### src/sv/indexed_insert_remove_list_top_defines.svh
// ----------------------------------------------------------------------------
// Assertion macros for the indexed insert/remove list
// Concurrent check wrappers, clocked on clk and disabled during reset.
// ----------------------------------------------------------------------------
`ifndef INDEXED_INSERT_REMOVE_LIST_TOP_DEFINES_SVH
`define INDEXED_INSERT_REMOVE_LIST_TOP_DEFINES_SVH

`ifndef ASSERT_OFF
// Same-cycle implication check.
`define ASSERT_IMP(lbl, ante, cons, msg) \
	lbl: assert property (@(posedge clk) disable iff (!arst_n) (ante) |-> (cons)) \
		else $error(msg);
// Next-cycle implication check.
`define ASSERT_NXT(lbl, ante, cons, msg) \
	lbl: assert property (@(posedge clk) disable iff (!arst_n) (ante) |=> (cons)) \
		else $error(msg);
`else
`define ASSERT_IMP(lbl, ante, cons, msg)
`define ASSERT_NXT(lbl, ante, cons, msg)
`endif

`endif

### src/sv/iirl_pkg.sv
// ----------------------------------------------------------------------------
// Indexed insert/remove list package
// Shared types, operation and status codes, and default sizes.
// ----------------------------------------------------------------------------
package iirl_pkg;

	localparam int DEF_CAPACITY  = 16;
	localparam int DEF_WORD_BITS = 32;
	localparam int POS_BITS      = 5;
	localparam int IN_WORD_BITS  = 32;
	localparam int LEN_BITS      = 5;
	localparam int MAX_WORD_BITS = 64;

	typedef enum logic [1:0] {
		OP_APPEND = 2'd0,
		OP_INSERT = 2'd1,
		OP_REMOVE = 2'd2,
		OP_GET    = 2'd3
	} op_t;

	typedef enum logic [1:0] {
		ST_OK    = 2'd0,
		ST_FULL  = 2'd1,
		ST_RANGE = 2'd2
	} status_t;

	// Per-cycle command broadcast to every cell of the row.
	typedef struct packed {
		logic shift_back;  // cells after the target take their left neighbor
		logic shift_fwd;   // cells at and after the target take their right neighbor
		logic load;        // the cell at the target takes the new word
	} iirl_cmd_t;

endpackage

### src/sv/iirl_cell.sv
// ----------------------------------------------------------------------------
// List cell
// Holds one entry and updates it from a neighbor or the new word.
// ----------------------------------------------------------------------------
module iirl_cell import iirl_pkg::*; #(
	parameter int WORD_BITS = DEF_WORD_BITS,
	parameter int CMP_W     = POS_BITS,
	parameter int IDX       = 0
) (
	input  logic                 clk,
	input  iirl_cmd_t            cmd,
	input  logic [CMP_W-1:0]     target,
	input  logic [WORD_BITS-1:0] word,
	input  logic [WORD_BITS-1:0] left,
	input  logic [WORD_BITS-1:0] right,
	output logic [WORD_BITS-1:0] q
);

	logic [CMP_W-1:0] my_idx;
	logic             at_target;
	logic             past_target;

	assign my_idx      = CMP_W'(IDX);
	assign at_target   = (my_idx == target);
	assign past_target = (my_idx > target);

	// The new word has priority at the target; insert shifts the tail back,
	// remove pulls the tail forward over the removed entry.
	always_ff @(posedge clk) begin
		priority if (cmd.load && at_target) begin
			q <= word;
		end else if (cmd.shift_back && past_target) begin
			q <= left;
		end else if (cmd.shift_fwd && (past_target || at_target)) begin
			q <= right;
		end else begin
			q <= q;
		end
	end

endmodule

### src/sv/iirl_ctrl.sv
// ----------------------------------------------------------------------------
// List control
// Checks each operation, holds the entry count and drives the cell row.
// ----------------------------------------------------------------------------
module iirl_ctrl import iirl_pkg::*; #(
	parameter int CAPACITY = DEF_CAPACITY,
	parameter int CNT_W    = $clog2(DEF_CAPACITY + 1),
	parameter int CMP_W    = POS_BITS
) (
	input  logic                clk,
	input  logic                arst_n,
	input  logic                accept,
	input  logic [1:0]          operation,
	input  logic [POS_BITS-1:0] position,
	output iirl_cmd_t           cmd,
	output logic [CMP_W-1:0]    target,
	output status_t             status,
	output logic                get_ok,
	output logic [CNT_W-1:0]    count_next,
	output logic [CNT_W-1:0]    count
);

	logic [CNT_W-1:0] count_q;
	logic [CMP_W-1:0] cnt_x;
	logic [CMP_W-1:0] pos_x;
	logic             full;
	op_t              op;

	assign op    = op_t'(operation);
	assign cnt_x = CMP_W'(count_q);
	assign pos_x = CMP_W'(position);
	assign full  = (count_q == CNT_W'(CAPACITY));
	assign count = count_q;

	always_comb begin
		cmd        = '0;
		target     = pos_x;
		status     = ST_OK;
		get_ok     = 1'b0;
		count_next = count_q;
		unique case (op)
			OP_APPEND: begin
				if (full) begin
					status = ST_FULL;
				end else begin
					target     = cnt_x;
					cmd.load   = accept;
					count_next = count_q + CNT_W'(1);
				end
			end
			OP_INSERT: begin
				// The index is checked before capacity.
				if (pos_x > cnt_x) begin
					status = ST_RANGE;
				end else if (full) begin
					status = ST_FULL;
				end else begin
					cmd.load       = accept;
					cmd.shift_back = accept;
					count_next     = count_q + CNT_W'(1);
				end
			end
			OP_REMOVE: begin
				if (pos_x >= cnt_x) begin
					status = ST_RANGE;
				end else begin
					cmd.shift_fwd = accept;
					count_next    = count_q - CNT_W'(1);
				end
			end
			OP_GET: begin
				if (pos_x >= cnt_x) begin
					status = ST_RANGE;
				end else begin
					get_ok = 1'b1;
				end
			end
		endcase
	end

	always_ff @(posedge clk or negedge arst_n) begin
		if (!arst_n) begin
			count_q <= '0;
		end else if (accept) begin
			count_q <= count_next;
		end
	end

endmodule

### src/sv/indexed_insert_remove_list_top.sv
// ----------------------------------------------------------------------------
// Indexed insert/remove list, top level
// Ordered list of data words with append, insert, remove and get by index.
// ----------------------------------------------------------------------------
// The result of an item appears in the cycle after it is accepted.
// Throughput: one item per cycle; busy stays low, since every cell of the row
// moves its entry to or from its neighbor in the same cycle.
// The result strobe done lasts one cycle and the receiver cannot stall it.
// Reset (arst_n low) empties the list at once; entry contents are not reset.
// ----------------------------------------------------------------------------
`include "indexed_insert_remove_list_top_defines.svh"

module indexed_insert_remove_list_top import iirl_pkg::*; #(
	parameter int CAPACITY  = DEF_CAPACITY,
	parameter int WORD_BITS = DEF_WORD_BITS
) (
	input  logic                    clk,
	input  logic                    arst_n,
	input  logic                    start,
	output logic                    busy,
	input  logic [1:0]              operation,
	input  logic [POS_BITS-1:0]     position,
	input  logic [IN_WORD_BITS-1:0] item_word,
	output logic                    done,
	output logic [IN_WORD_BITS-1:0] read_word,
	output logic [LEN_BITS-1:0]     list_length,
	output logic [1:0]              status
);

	// Count needs to hold CAPACITY itself; compares run at a width that fits
	// both the count and the position field.
	localparam int CNT_W = $clog2(CAPACITY + 1);
	localparam int CMP_W = (CNT_W > POS_BITS) ? CNT_W : POS_BITS;
	localparam int IDX_W = $clog2(CAPACITY);

	logic                 accept;
	iirl_cmd_t            cmd;
	logic [CMP_W-1:0]     target;
	status_t              status_c;
	logic                 get_ok;
	logic [CNT_W-1:0]     count_next;
	logic [CNT_W-1:0]     count;
	logic [WORD_BITS-1:0] new_word;
	logic [WORD_BITS-1:0] cell_q [CAPACITY];
	logic [WORD_BITS-1:0] rd_sel;
	logic [MAX_WORD_BITS-1:0] in_ext;
	logic [MAX_WORD_BITS-1:0] rd_ext;
	logic [CMP_W-1:0]     pos_x;
	logic [CMP_W-1:0]     len_ext;

	// Result registers.
	logic                    done_s1;
	logic [IN_WORD_BITS-1:0] rd_s1;
	logic [LEN_BITS-1:0]     len_s1;
	status_t                 st_s1;

	// Every operation completes in the cycle it is accepted.
	assign busy   = 1'b0;
	assign accept = start && !busy;

	// The stored word keeps the low WORD_BITS bits of the input word.
	assign in_ext   = MAX_WORD_BITS'(item_word);
	assign new_word = in_ext[WORD_BITS-1:0];

	iirl_ctrl #(
		.CAPACITY (CAPACITY),
		.CNT_W    (CNT_W),
		.CMP_W    (CMP_W)
	) u_ctrl (
		.clk        (clk),
		.arst_n     (arst_n),
		.accept     (accept),
		.operation  (operation),
		.position   (position),
		.cmd        (cmd),
		.target     (target),
		.status     (status_c),
		.get_ok     (get_ok),
		.count_next (count_next),
		.count      (count)
	);

	// The row of cells. The first cell never takes a left neighbor, and the
	// last cell's right input is its own entry: whatever lands there on a
	// remove lies beyond the new count and is never read.
	for (genvar i = 0; i < CAPACITY; i++) begin : g_cell
		logic [WORD_BITS-1:0] left_w;
		logic [WORD_BITS-1:0] right_w;

		if (i == 0) begin : g_first
			assign left_w = new_word;
		end else begin : g_mid_l
			assign left_w = cell_q[i-1];
		end

		if (i == CAPACITY - 1) begin : g_last
			assign right_w = cell_q[i];
		end else begin : g_mid_r
			assign right_w = cell_q[i+1];
		end

		iirl_cell #(
			.WORD_BITS (WORD_BITS),
			.CMP_W     (CMP_W),
			.IDX       (i)
		) u_cell (
			.clk    (clk),
			.cmd    (cmd),
			.target (target),
			.word   (new_word),
			.left   (left_w),
			.right  (right_w),
			.q      (cell_q[i])
		);
	end

	// Get reads the entry at the position. The select is only used when the
	// position is below the count, so it always lands on a real cell.
	assign pos_x  = CMP_W'(position);
	assign rd_sel = cell_q[pos_x[IDX_W-1:0]];
	assign rd_ext = MAX_WORD_BITS'(rd_sel);

	assign len_ext = CMP_W'(count_next);

	always_ff @(posedge clk or negedge arst_n) begin
		if (!arst_n) begin
			done_s1 <= 1'b0;
		end else begin
			done_s1 <= accept;
		end
	end

	// The payload registers load on every accepted item and need no reset.
	always_ff @(posedge clk) begin
		if (accept) begin
			rd_s1  <= get_ok ? rd_ext[IN_WORD_BITS-1:0] : '0;
			len_s1 <= len_ext[LEN_BITS-1:0];
			st_s1  <= status_c;
		end
	end

	assign done        = done_s1;
	assign read_word   = rd_s1;
	assign list_length = len_s1;
	assign status      = st_s1;

	// Every accepted item yields a result strobe in the next cycle.
	`ASSERT_NXT(a_done_follows, accept, done, "result strobe missing after an accepted item")
	// The count never goes beyond the capacity.
	`ASSERT_IMP(a_count_bound, 1'b1, count <= CNT_W'(CAPACITY), "entry count exceeds capacity")
	// A rejected operation leaves the count untouched.
	`ASSERT_NXT(a_reject_holds, accept && (status_c != ST_OK), count == $past(count),
		"entry count changed on a rejected operation")
	// A failed or non-get operation reports a zero read word.
	`ASSERT_NXT(a_rd_zero, accept && !get_ok, read_word == '0,
		"read word not zero without a successful get")

endmodule
### config.mk
export PLATFORM = sky130hd
export DESIGN_NAME = indexed_insert_remove_list_top
export DESIGN_NICKNAME = d
export VERILOG_FILES = /design/src/sv/iirl_pkg.sv /design/src/sv/iirl_cell.sv /design/src/sv/iirl_ctrl.sv /design/src/sv/indexed_insert_remove_list_top.sv
export VERILOG_INCLUDE_DIRS = /design/src /design/src/sv
export SDC_FILE = /design/constraint.sdc
export NUM_CORES = 1
export LEC_CHECK = 0
export BUFFER_PORTS_ARGS = -buffer_cell sky130_fd_sc_hd__buf_2
export CORE_MARGIN = 2
export CORE_UTILIZATION = 42
export DETAILED_ROUTE_END_ITERATION = 10
export REMOVE_ABC_BUFFERS = 1
export SLEW_MARGIN = 20
export SYNTH_ARGS = -nofsm -noshare
export SYNTH_HDL_FRONTEND = slang
export SYNTH_SLANG_ARGS = --single-unit
### constraint.sdc
create_clock -name clk -period 5.1 [get_ports clk]
set_clock_uncertainty 0.15 [all_clocks]
set_input_delay 0.255 -clock clk [delete_from_list [all_inputs] [get_ports clk]]
set_output_delay 0.255 -clock clk [all_outputs]
set_load 0.01 [all_outputs]
-- After elaboration in Yosys (flattened, before gate mapping)
Cells that the tools add are included.
- bitwise operators: 1
- shift-type cells: 0
- reduce and logical (&&, ||, !) cells: 81
- divide/modulo/power cells: 0
- multiply operators: 0
- mux-type cells: 68
- $add $sub $neg: 2
- order comparisons: 19
- eq/ne operators: 19
- operators with widths (kind ; number):
    2-to-1 mux 32 bit ; 49
    binary-select mux 32 bit (select 4 bit) ; 1
    logical AND 1 bit ; 47
    nonzero test 3 bit ; 15
    equality test 4 x 5 -> 1 bit (first input constant) ; 8
    greater-than comparator 4 x 5 -> 1 bit (first input constant) ; 8
    2-to-1 mux 5 bit ; 5
    equality test 3 x 5 -> 1 bit (first input constant) ; 4
    greater-than comparator 3 x 5 -> 1 bit (first input constant) ; 4
    logical OR 1 bit ; 15
    case mux 5 bit (3 select lines) ; 1
    equality test 2 x 5 -> 1 bit (first input constant) ; 2
    greater-than comparator 1 x 5 -> 1 bit (first input constant) ; 2
    greater-than comparator 2 x 5 -> 1 bit (first input constant) ; 2
    2-to-1 mux 1 bit ; 8
    case mux 2 bit (3 select lines) ; 1
    adder 5 x 1 -> 5 bit (second input constant) ; 1
    equality test 1 x 5 -> 1 bit (first input constant) ; 1
    equality test 5 bit (second input constant) ; 1
    greater-or-equal comparator 5 bit ; 1
    greater-or-equal comparator 5 bit (second input constant) ; 1
    greater-than comparator 5 bit ; 1
    logical NOT 5 bit ; 1
    inverter 4 -> 5 bit ; 1
    other kinds (8) ; 10
- latch bits: 0
- logic and storage cells: 211
- memories kept: 0
- input port bits: 42
- output and inout bits: 41
- flip-flop bits (word level): 557
- RAM bits: 0
- bits in read-only memories: 0

-- Logic depth before layout (Yosys ltp)
Gate-level depths: netlist (run 1).
- depth after elaboration: 9
- mapped depth: 14
- gate-level depth less buffers: 8

-- Cells and area by module
From an unflattened synthesis (run 1), not the netlist that was laid out.
- cells, all modules: 3165
- area, all modules: 35930.7 µm²
- modules (own cells, without submodules) (module ; seq. area each (µm²) ; area an instance (µm²) ; times used ; cells an instance):
    indexed_insert_remove_list_top ; 1196.1 ; 5761.8 ; 1 ; 575
    iirl_cell (g_cell[13].u_cell) ; 960.9 ; 2182.1 ; 1 ; 190
    iirl_cell (g_cell[5].u_cell) ; 960.9 ; 2072.0 ; 1 ; 187
    iirl_cell (g_cell[1].u_cell) ; 960.9 ; 2028.2 ; 1 ; 193
    iirl_cell (g_cell[11].u_cell) ; 960.9 ; 1981.9 ; 1 ; 198
    iirl_cell (g_cell[2].u_cell) ; 960.9 ; 1953.1 ; 1 ; 196
    iirl_cell (g_cell[14].u_cell) ; 960.9 ; 1946.9 ; 1 ; 194
    iirl_cell (g_cell[12].u_cell) ; 960.9 ; 1858.0 ; 1 ; 195
    iirl_cell (g_cell[8].u_cell) ; 960.9 ; 1823.0 ; 1 ; 108
    iirl_cell (g_cell[3].u_cell) ; 960.9 ; 1821.7 ; 1 ; 191
    iirl_cell (g_cell[4].u_cell) ; 960.9 ; 1784.2 ; 1 ; 109
    iirl_cell (g_cell[15].u_cell) ; 960.9 ; 1704.1 ; 1 ; 116
    iirl_cell (g_cell[10].u_cell) ; 960.9 ; 1692.9 ; 1 ; 184
    iirl_cell (g_cell[7].u_cell) ; 960.9 ; 1667.8 ; 1 ; 117
    4 more rows ; - ; - ; - ; -

-- Worst setup path after synthesis (run 1)
Ideal clock, no wire load.
- path kind: register -> register
- start: register u_ctrl.count_q[0] (netlist: u_ctrl.count[0])
- end: register g_cell[4].u_cell.q[0], enable pin
- arrival time: 4.821 ns
- data required time: 4.484 ns
- period minus slack after synthesis: 5.437 ns
- setup time: 0.466 ns
- path buffers: 3
- slack: -0.337 ns
- stages on the path, launching flop included: 12
- path through: dfrtp_1 > clkbuf_1 > inv_1 > ha_1 > nor4bb_1 > buf_2 > nor3_1 > nand3_1 > nor2_1 > buf_2 > nor2_1 > o21ai_0
- word-level cells in the longest chain between the ends: 7
- elaborated cells between the ends (all ways): 18
- those cells by class: order compare: 3; eq/ne: 2; mux: 8; reduce/logical: 5
- RTL lines (what ; line ; RTL):
    from (decl) ; iirl_ctrl.sv:23 ; logic [CNT_W-1:0] count_q;
    from (signal assigned) ; iirl_ctrl.sv:85 ; count_q <= count_next;
    equality test 5 bit ; iirl_ctrl.sv:32 ; assign full = (count_q == CNT_W'(CAPACITY));
    2-to-1 mux 5 bit ; iirl_ctrl.sv:43 ; if (full) begin
    2-to-1 mux 5 bit ; iirl_ctrl.sv:41 ; unique case (op)
    greater-than comparator 3 x 5 -> 1 bit / equality test 3 x 5 -> 1 bit (equally long branches) ; iirl_cell.sv:25, iirl_cell.sv:24 ;
    logical OR 1 bit ; iirl_cell.sv:34 ; end else if (cmd.shift_fwd && (past_target || at_target)) begin
    logical AND 1 bit ; iirl_cell.sv:34 ;
    nonzero test 3 bit (no source line) (*) ; - ;
    to (signal assigned) ; iirl_cell.sv:33 ; q <= left;
    to (signal assigned) ; iirl_cell.sv:35 ; q <= right;
    to (signal assigned) ; iirl_cell.sv:37 ; q <= q;
    to (decl) ; iirl_cell.sv:16 ; output logic [WORD_BITS-1:0] q
Mark *: on every way between the ends. The rest lies on a longest branch, timed or not.
A chain may end at the register's enable or synchronous reset.

-- Worst setup path in the final report (run 1)
- start: register u_ctrl.count_q[1] (netlist: u_ctrl.count[1])
- end: register g_cell[4].u_cell.q[15], enable pin
The elaborated chain is that of the path after synthesis.

==> PnR_summary.wiki, run 1 <==
{| class="wikitable"
! Metric !! Value
|-
| Clock Path Buffers || 3
|-
| Max stage delay cell, worst path || sky130_fd_sc_hd__a21oi_1
|-
| Count of unresolved DRC violations after routing || 0
|-
| Half-perimeter wire length after placement || 64,100 um
|-
| Max-slew headroom || approximately 22%
|-
| Type of element capturing the critical path || flip-flop
|-
| Number of DRC violations after detailed-routing iteration 0 || 2,834
|-
| Synthesized-area fraction occupied by adder cells || 0.274%
|-
| Launch instance of the worst min-delay path || item_word[15]
|-
| CTS clk-pin slew, worst paths || 60 ps
|-
| Starting Density || 42.2%
|-
| Primary FF master, synth || sky130_fd_sc_hd__edfxtp_1
|-
| Highest fanout seen on the critical path || 20
|-
| Biggest cell delay along the critical path || 600 ps
|-
| Final critical-path share of the clock period || 85.9%
|-
| Unique masters post-synth || 73
|-
| # clock sinks || 557
|-
| Drt pass-1 iters || 5
|-
| Count of cells resized by post-cts repair || 0
|-
| Port-buffer cells || 81
|-
| GRT Resource Usage Total || 27.1%
|-
| Core outline area || 0.0757 mm2
|-
| Total negative slack || 0 ps
|-
| Number of antenna violations at the first check in global routing || 2
|-
| Highest-utilization routing layer at the global route stage || met2
|-
| Final-layout fill cell count || roughly 6,600
|-
| Wire length of the first global-routing pass || around 160,000 um
|-
| Die width || 280 um
|-
| Startpoint type of the worst setup path || flip-flop
|-
| Launching instance or port of the critical path || u_ctrl.count[1]
|-
| Post-Syn Area || 0.0320 mm2
|-
| Cell with the most instances after synthesis || sky130_fd_sc_hd__edfxtp_1
|-
| Met1 global-route usage || around 38%
|-
| Setup repair after global routing missed its margin || no
|-
| Via count of the first global-routing pass || 23,462
|-
| Post-detailed-route count of antenna-violating nets || 0
|-
| Vias per cell || ~6.6
|-
| Synthesized area per cell || 12.3 um2
|-
| Count of nets after finishing || 2,661
|-
| Area used by multi-input combinational logic || 0.0144 mm2
|-
| Met2 Usage GRT || between 40% and 50%
|-
| Number of enable-type register cells in the synthesized netlist || 551
|-
| Cell Rows || 101
|-
| TritonCTS clock tree || yes
|-
| Grt total ovfl || 0
|-
| Yosys warnings || 0
|-
| Insertion delay of the later-clocked pin in the worst-skew pair || about 640 ps
|-
| Classification of the worst setup path || reg -> reg
|-
| Fraction of registers with async set/reset || 1.08%
|-
| Setup violators final || 0
|-
| Worst path cell trace || inv_1, ha_1, nand4bb_1, a21oi_1, a22oi_1, nor4_4, buf_4, a21oi_1, o21ai_4, buf_12
|-
| Origin of the critical flop-to-flop path || u_ctrl.count[1]
|-
| Max-slew violation count || 0
|-
| Final GP Congestion || 0.898
|-
| Maximum achievable frequency || 228 MHz
|-
| Post-synthesis sequential area ratio || 52.2%
|-
| Worst hold slack || 31.6 ps
|-
| Compound-gate portion of the synthesized area || 15.9%
|-
| Post-CTS Repair Setup Buffers || 0
|-
| Global routing met3 resource utilization || around 5.7%
|-
| Maximum VDD drop || 0.226 mV
|-
| Ranking of synthesized cells by instance count || sky130_fd_sc_hd__edfxtp_1, sky130_fd_sc_hd__nand2_1, sky130_fd_sc_hd__mux2i_1
|-
| Cell area power density || 339 mW/mm2
|-
| Most numerous cell on the critical path || sky130_fd_sc_hd__a21oi_1
|-
| Hold Crit Class || in -> reg
|-
| Run status || complete, no violations
|-
| Fraction of the mapped netlist area in simple logic gates || 8.01%
|-
| Full die area || 0.0784 mm2
|-
| Slew at the pin closest to its max-slew limit || 1170 ps
|-
| Final routed wire length divided by cell count || 29.2 um
|-
| Final Hold Viols || 0
|-
| Hold bufs inserted after CTS || 29
|-
| Total number of H-tree levels || 3
|-
| Setup WS pre-CTS || 797 ps
|-
| Largest net degree at the start of global routing || just over 90
|-
| Via total after detailed routing || 23,956
|-
| Antenna diodes || 0
|-
| Post-synthesis sequential element count || roughly 560
|-
| Cells taking the most area after synthesis || sky130_fd_sc_hd__edfxtp_1, sky130_fd_sc_hd__mux4_2, sky130_fd_sc_hd__mux2i_1, sky130_fd_sc_hd__a22o_1, sky130_fd_sc_hd__a21o_1
|-
| Count of maximum capacitance violations || 0
|-
| Leakage power figure || 0.0131 uW
|-
| Area of all sequential standard cells || about 0.017 mm2
|-
| Multiplexer share of the synthesized area || 19.6%
|-
| Library cell with the largest summed area after synthesis || sky130_fd_sc_hd__edfxtp_1
|-
| Die span in y || 280 um
|-
| Min cycle time layout || between 4000 and 5000 ps
|-
| I/O pin total || 83
|-
| Combinational family with the most area after synthesis || multiplexers
|-
| Post-route worst setup slack || 720 ps
|-
| Top cell type's share of synthesized area || 51.7%
|-
| Clock Tree Root || sky130_fd_sc_hd__clkbuf_16
|-
| Wire length after detailed routing || 107,000 um
|-
| Syn-to-layout area delta || 13.0%
|-
| Worst path arrival time || 4530 ps
|-
| Layout cell share with drive strength beyond 1 || 20.8%
|-
| Req. time, crit path || 5250 ps
|-
| Mapped Cells || 2,591
|-
| Xor/xnor cell area share of the yosys netlist || 0.137%
|-
| CTS buffer count || 67
|}
power breakdown:
| group | total [uW] | internal (uW) | switching [uW] |
|---|---|---|---|
| sequential | 5560 | 5380 | 181 |
| combinational | 1940 | 743 | 1200 |
| clock | 4740 | 2700 | 2040 |
final cells by class:
| cell class | count | area share, % |
|---|---|---|
| flip-flops and latches | 557 | 46.2 |
| clock buffers | 82 | 4.80 |
| well taps | 978 | 3.39 |
| clock inverters | 39 | 1.08 |
| repair buffers | 206 | 4.29 |
| multi-input cells | 1737 | 39.8 |
| inverters | 43 | 0.447 |
cells by family after synthesis:
family | after synthesis
mux | 417
other cells | 1
buf+inv | 297
xor+xnor | 5
fa+ha+maj | 7
compound gates | 762
flops | 557
simple gates | 545
cells in the final DEF (no fill, tap or decap), drive strengths merged, types with 40 or more instances in the layout:
cell type and instances:
inv 47, a22o 128, nor2 159, and3 40, buf 176, mux4 160, nand2 208, mux2 64
o21ai 209, clkbuf 83, nor2b 66, a21o 130, mux2i 193, edfxtp 551, a21oi 142
registers in the layout, indices dropped and copies added (netlist names):
register,flops
list_length,5
read_word,32
done,1
status,2
g_cell.u_cell.q,512
u_ctrl.count,5
metrics by stage:
step | area, um2 | utilization (%) | total power, uW | instances
6_report | 36100 | 47.7 | 12200 | 3642
5_1_grt | 36100 | 47.7 | 12600 | 3642
4_1_cts | 36100 | 47.7 | 12300 | 3642
3_5_place_dp | 33700 | 44.5 | 7550 | 3492
3_3_place_gp | 33700 | 44.5 | 7510 | 3491
2_1_floorplan | 30900 | - | 6680 | 2337
layer usage:
metal	part of all wire, %	up-vias
li1	-	10133
met1	41	12057
met2	45	1525
met3	10	239
met4	3.5	2
met5	0.012	-
worst paths after layout:
| check | end | slack, ps | cells after the start |
|---|---|---|---|
| max in group asynchronous | u_ctrl.count[0] | 4080 | 3 |
| min in group asynchronous | done | 450 | 3 |
| hold reg to reg | g_cell[12].u_cell.q[6] | 430 | 1 |
| setup reg to reg | g_cell[4].u_cell.q[15] | 720 | 10 |
| setup / recovery | g_cell[4].u_cell.q[15] | 720 | 10 |
| hold / removal | g_cell[2].u_cell.q[15] | 30 | 3 |
critical path: cells and delay by family, from the launching register on:
family	cells	cell delay [ps]
AO/OA/AOI/OAI	4	1430
flip-flops	1	480
adder cells (fa/ha/maj)	1	270
AND/OR/NAND/NOR	2	840
buffers and inverters	3	870
Power figures use the tool's default switching activity.
==> inputs of run 2 (changes only) <==
--- a/config.mk
+++ b/config.mk
@@ -7,11 +7,15 @@
 export NUM_CORES = 1
 export LEC_CHECK = 0
 export BUFFER_PORTS_ARGS = -buffer_cell sky130_fd_sc_hd__buf_2
+export CELL_PAD_IN_SITES_DETAIL_PLACEMENT = 1
+export CELL_PAD_IN_SITES_GLOBAL_PLACEMENT = 2
 export CORE_MARGIN = 2
-export CORE_UTILIZATION = 42
+export CORE_UTILIZATION = 40
 export DETAILED_ROUTE_END_ITERATION = 10
+export PLACE_DENSITY_LB_ADDON = 0.1
 export REMOVE_ABC_BUFFERS = 1
 export SLEW_MARGIN = 20
 export SYNTH_ARGS = -nofsm -noshare
 export SYNTH_HDL_FRONTEND = slang
+export SYNTH_HIERARCHICAL = 1
 export SYNTH_SLANG_ARGS = --single-unit
==> run 2 against run 1 <==
Against the previous run: global-route usage rose by 1.1 points; sequential cell count did not move; non-clock buffer count fell by 17; total power rose by 9.0%; cell area rose by 7.8%; synthesized area rose by 12%; sequential share of layout area fell by 3.3 points; clock-buffer cell count rose by 5; critical path depth fell by 1; combinational power rose by 36%; synthesized cell count rose by 22%; highest routed layer is now met4; fmax fell by 4.1%.
==> PnR_summary.wiki, run 2 <==
{| class="wikitable"
! Metric !! Value
|-
| Insertion delay of the later-clocked pin in the worst-skew pair || 630 ps (was 640 ps)
|-
| Total number of H-tree levels || 3 (unchanged)
|-
| Commonest cells after routing, fill and taps aside || sky130_fd_sc_hd__edfxtp_1, sky130_fd_sc_hd__mux2i_1, sky130_fd_sc_hd__nand3_1 (was sky130_fd_sc_hd__edfxtp_1, sky130_fd_sc_hd__nand2_1, sky130_fd_sc_hd__mux2i_1)
|-
| Post-detailed-route count of antenna-violating nets || 0 (unchanged)
|-
| Die span in y || 304 um (was 280 um)
|-
| Critical R2R Capture || g_cell[7].u_cell/q[0] (was g_cell[4].u_cell.q[15])
|-
| Cell area power density || 343 mW/mm2 (was 339 mW/mm2)
|-
| Starting Density || 40.5% (was 42.2%)
|-
| Unique masters post-synth || 112 (was 73)
|-
| Port-buffer cells || 81 (unchanged)
|-
| GRT Resource Usage Total || 28.2% (was 27.1%)
|-
| Number of antenna violations at the first check in global routing || 0 (was 2)
|-
| Clock Path Buffers || 3 (unchanged)
|-
| Post-CTS Repair Setup Buffers || 0 (unchanged)
|-
| Cell Rows || 109 (was 101)
|-
| CTS buffer count || 72 (was 67)
|-
| Half-perimeter wire length after placement || 90,500 um (was 64,100 um)
|-
| Primary FF master, synth || sky130_fd_sc_hd__edfxtp_1 (unchanged)
|-
| Req. time, crit path || 5310 ps (was 5250 ps)
|-
| Full die area || 0.0922 mm2 (was 0.0784 mm2)
|-
| Biggest register || g_cell.u_cell/q (was g_cell.u_cell.q)
|-
| Drt pass-1 iters || 5 (unchanged)
|-
| Worst hold slack || 93.7 ps (was 31.6 ps)
|-
| Number of enable-type register cells in the synthesized netlist || 551 (unchanged)
|-
| Max stage delay cell, worst path || sky130_fd_sc_hd__mux2i_4 (was sky130_fd_sc_hd__a21oi_1)
|-
| Via total after detailed routing || 28,567 (was 23,956)
|-
| Count of nets after finishing || 3,140 (was 2,661)
|-
| Syn-to-layout area delta || 8.42% (was 13.0%)
|-
| Clock Tree Root || sky130_fd_sc_hd__clkbuf_16 (unchanged)
|-
| Slew at the pin closest to its max-slew limit || 1110 ps (was 1170 ps)
|-
| Ranking of synthesized cells by instance count || sky130_fd_sc_hd__edfxtp_1, sky130_fd_sc_hd__mux2i_1, sky130_fd_sc_hd__nand3_1 (was sky130_fd_sc_hd__edfxtp_1, sky130_fd_sc_hd__nand2_1, sky130_fd_sc_hd__mux2i_1)
|-
| Worst path cell trace || inv_1, ha_1, nand3_1, nand2_1, o21ai_4, nand3_2, mux2i_4, nand2_1, buf_12 (was inv_1, ha_1, nand4bb_1, a21oi_1, a22oi_1, nor4_4, buf_4, a21oi_1, o21ai_4, buf_12)
|-
| Type of element capturing the critical path || flip-flop (unchanged)
|-
| Classification of the worst setup path || reg -> reg (unchanged)
|-
| Post-Layout Inst Area || 0.0390 mm2 (was 0.0361 mm2)
|-
| Hold Crit Class || in -> reg (unchanged)
|-
| Max-slew violation count || 0 (unchanged)
|-
| Setup repair after global routing missed its margin || no (unchanged)
|-
| Wire length after detailed routing || 134,000 um (was 107,000 um)
|-
| Launching instance or port of the critical path || u_ctrl/count[0] (was u_ctrl.count[1])
|-
| Placed insts || 4,178 (was 3,492)
|-
| Fraction of registers with async set/reset || 1.08% (unchanged)
|-
| Commonest non-fill, non-tap cell in the layout || sky130_fd_sc_hd__edfxtp_1 (unchanged)
|-
| Setup crit end || g_cell[7].u_cell/q[0] (was g_cell[4].u_cell.q[15])
|-
| Setup violators final || 0 (unchanged)
|-
| Grt total ovfl || 0 (unchanged)
|-
| Count of cell instances traversed by the critical path || 9 (was 10)
|-
| CP Buf/Inv Count || 2 (was 3)
|-
| TritonCTS clock tree || yes (unchanged)
|-
| Non-filler cells in the finished layout || 4,306 (was 3,642)
|-
| Layout cell share with drive strength beyond 1 || 19.6% (was 20.8%)
|-
| Run status || complete, no violations (unchanged)
|-
| Maximum achievable frequency || 219 MHz (was 228 MHz)
|-
| Biggest cell delay along the critical path || 840 ps (was 600 ps)
|-
| Number of flip-flops in the largest register || 512 (unchanged)
|-
| Antenna diodes || 0 (unchanged)
|-
| Maximum VDD drop || 0.229 mV (was 0.226 mV)
|-
| Yosys warnings || 6 (was 0)
|-
| Library cell with the largest summed area after synthesis || sky130_fd_sc_hd__edfxtp_1 (unchanged)
|-
| Largest net degree at the start of global routing || 107 (was 91)
|-
| Startpoint type of the worst setup path || flip-flop (unchanged)
|-
| Cells on worst reg2reg path || 9 (was 10)
|-
| Most numerous cell on the critical path || sky130_fd_sc_hd__nand2_1 (was sky130_fd_sc_hd__a21oi_1)
|-
| Wire length of the first global-routing pass || 201,000 um (was 158,000 um)
|-
| Via count of the first global-routing pass || 29,230 (was 23,462)
|-
| Count of unresolved DRC violations after routing || 0 (unchanged)
|-
| Final Hold Viols || 0 (unchanged)
|-
| CTS clk-pin slew, worst paths || 60 ps (about the same)
|-
| Synthesized area per cell || 11.4 um2 (was 12.3 um2)
|-
| Origin of the critical flop-to-flop path || u_ctrl/count[0] (was u_ctrl.count[1])
|-
| Instance area at placement || 0.0367 mm2 (was 0.0337 mm2)
|-
| Cell with the most instances after synthesis || sky130_fd_sc_hd__edfxtp_1 (unchanged)
|-
| Worst R2R Setup Slack || 530 ps (was 720 ps)
|-
| I/O pin total || 83 (unchanged)
|-
| Number of DRC violations after detailed-routing iteration 0 || 2,221 (was 2,834)
|-
| Post-Syn Area || 0.0359 mm2 (was 0.0320 mm2)
|-
| # clock sinks || 557 (unchanged)
|-
| Highest fanout seen on the critical path || 33 (was 20)
|-
| Core outline area || 0.0886 mm2 (was 0.0757 mm2)
|-
| Min cycle time layout || 4570 ps (was 4380 ps)
|-
| Final routed wire length divided by cell count || 31.0 um (was 29.2 um)
|-
| Count of maximum capacitance violations || 0 (unchanged)
|-
| Cells taking the most area after synthesis || sky130_fd_sc_hd__edfxtp_1, sky130_fd_sc_hd__mux2i_1, sky130_fd_sc_hd__a31oi_1, sky130_fd_sc_hd__nand3_1, sky130_fd_sc_hd__mux2_1 (was sky130_fd_sc_hd__edfxtp_1, sky130_fd_sc_hd__mux4_2, sky130_fd_sc_hd__mux2i_1, sky130_fd_sc_hd__a22o_1, sky130_fd_sc_hd__a21o_1)
|-
| Final GP Congestion || 0.864 (was 0.898)
|-
| Mapped Cells || 3,165 (was 2,591)
|-
| Vias per cell || 6.63 (was 6.58)
|-
| Final core occ || 43.9% (was 47.7%)
|-
| Max-slew headroom || 26.0% (was 21.7%)
|-
| Post-synthesis sequential area ratio || 46.5% (was 52.2%)
|-
| Launch instance of the worst min-delay path || item_word[31] (was item_word[15])
|-
| Die width || 304 um (was 280 um)
|-
| Worst path arrival time || 4780 ps (was 4530 ps)
|-
| Post-synthesis sequential element count || 557 (unchanged)
|-
| Top cell type's share of synthesized area || 46.0% (was 51.7%)
|-
| Final critical-path share of the clock period || 89.5% (was 85.9%)
|-
| Leakage power figure || 0.0131 uW (about the same)
|-
| Kind of cell with the highest combined delay on the critical path || simple AND/OR/NAND/NOR gates (was compound AO/OA/AOI/OAI gates)
|}
run 2: cell types whose count changed after synthesis, sizes merged, moves of 65 or more:
cell,previous run,this run
a21o,130,0
a21oi,142,17
a22o,128,4
a22oi,39,114
a31oi,39,195
buf,95,168
mux2,64,160
mux4,160,7
nand2,208,143
nand3,11,231
nand4b,0,67
nor2,159,54
nor3,15,167
or3,3,68
run 2: what timing repair did:
action | in CTS | in global routing
hold endpoints to repair | 7 | 0
gates resized for setup | 0 | 0
hold buffers | 3 | 0
run 2: cell families (layout without fill, tap and decap cells):
| family | after synthesis | count (layout) | share of synthesized area (%) |
|---|---|---|---|
| DFF | 557 | 557 | 46.5 |
| adders and majority gates | 7 | 7 | 0.244 |
| buffers and inverters | 412 | 388 | 6.92 |
| muxes | 412 | 412 | 12.7 |
| xor gates and xnor gates | 4 | 4 | 0.0975 |
| AOI/OAI and AO/OA | 874 | 874 | 19.1 |
| other | 1 | 1 | 0.0104 |
| and+or+nand+nor | 898 | 898 | 14.4 |
run 2: worst reg2reg max path: stages, from the launching register on:
cell and delay [ps]:
sky130_fd_sc_hd__dfrtp_1 540, sky130_fd_sc_hd__inv_1 220, sky130_fd_sc_hd__ha_1 310, sky130_fd_sc_hd__nand3_1 210, sky130_fd_sc_hd__nand2_1 250, sky130_fd_sc_hd__o21ai_4 670, sky130_fd_sc_hd__nand3_2 230, sky130_fd_sc_hd__mux2i_4 840
sky130_fd_sc_hd__nand2_1 550, sky130_fd_sc_hd__buf_12 330
run 2: how the worst min path moves through the flow:
stage                                         end  slack (ps)  cells past startpoint
after global routing      g_cell[10].u_cell/q[25]          80                      3
after CTS                 g_cell[10].u_cell/q[31]          50                      3
after floorplan                              done        -190                      0
after detailed placement                     done         -40                      1
final                     g_cell[10].u_cell/q[31]          90                      3
after global placement                       done         -50                      1
run 2: layer usage:
| layer | GRT usage, % | wire length, um |
|---|---|---|
| met2 | 44.0 | 60100 |
| met3 | 4.14 | 9110 |
| met1 | 41.2 | 62000 |
| met4 | 6.40 | 2310 |
| met5 | 0 | 0 |
run 2: final cells by class:
cell class                      instances  area (um2)
Clock buffer                           87        1880
Tap cell                             1165        1460
Timing Repair Buffer                  189        1370
Sequential cell                       557       16700
Clock inverter                         37         303
Fill cell                            9394       49700
Multi-Input combinational cell       2196       17000
Inverter                               75         282
run 2: stage by stage:
step	setup TNS, ps	power [uW]	worst slack, ps
4_1_cts	0	13400	305
5_1_grt	0	13800	193
6_report	0	13300	533
2_1_floorplan	-2333770	7280	-6160
3_5_place_dp	0	8460	321
3_3_place_gp	0	8370	527
run 2: where the power goes:
part           switching (uW)  internal, uW
Combinational            1770           865
Clock                    2150          2780
Sequential                291          5490
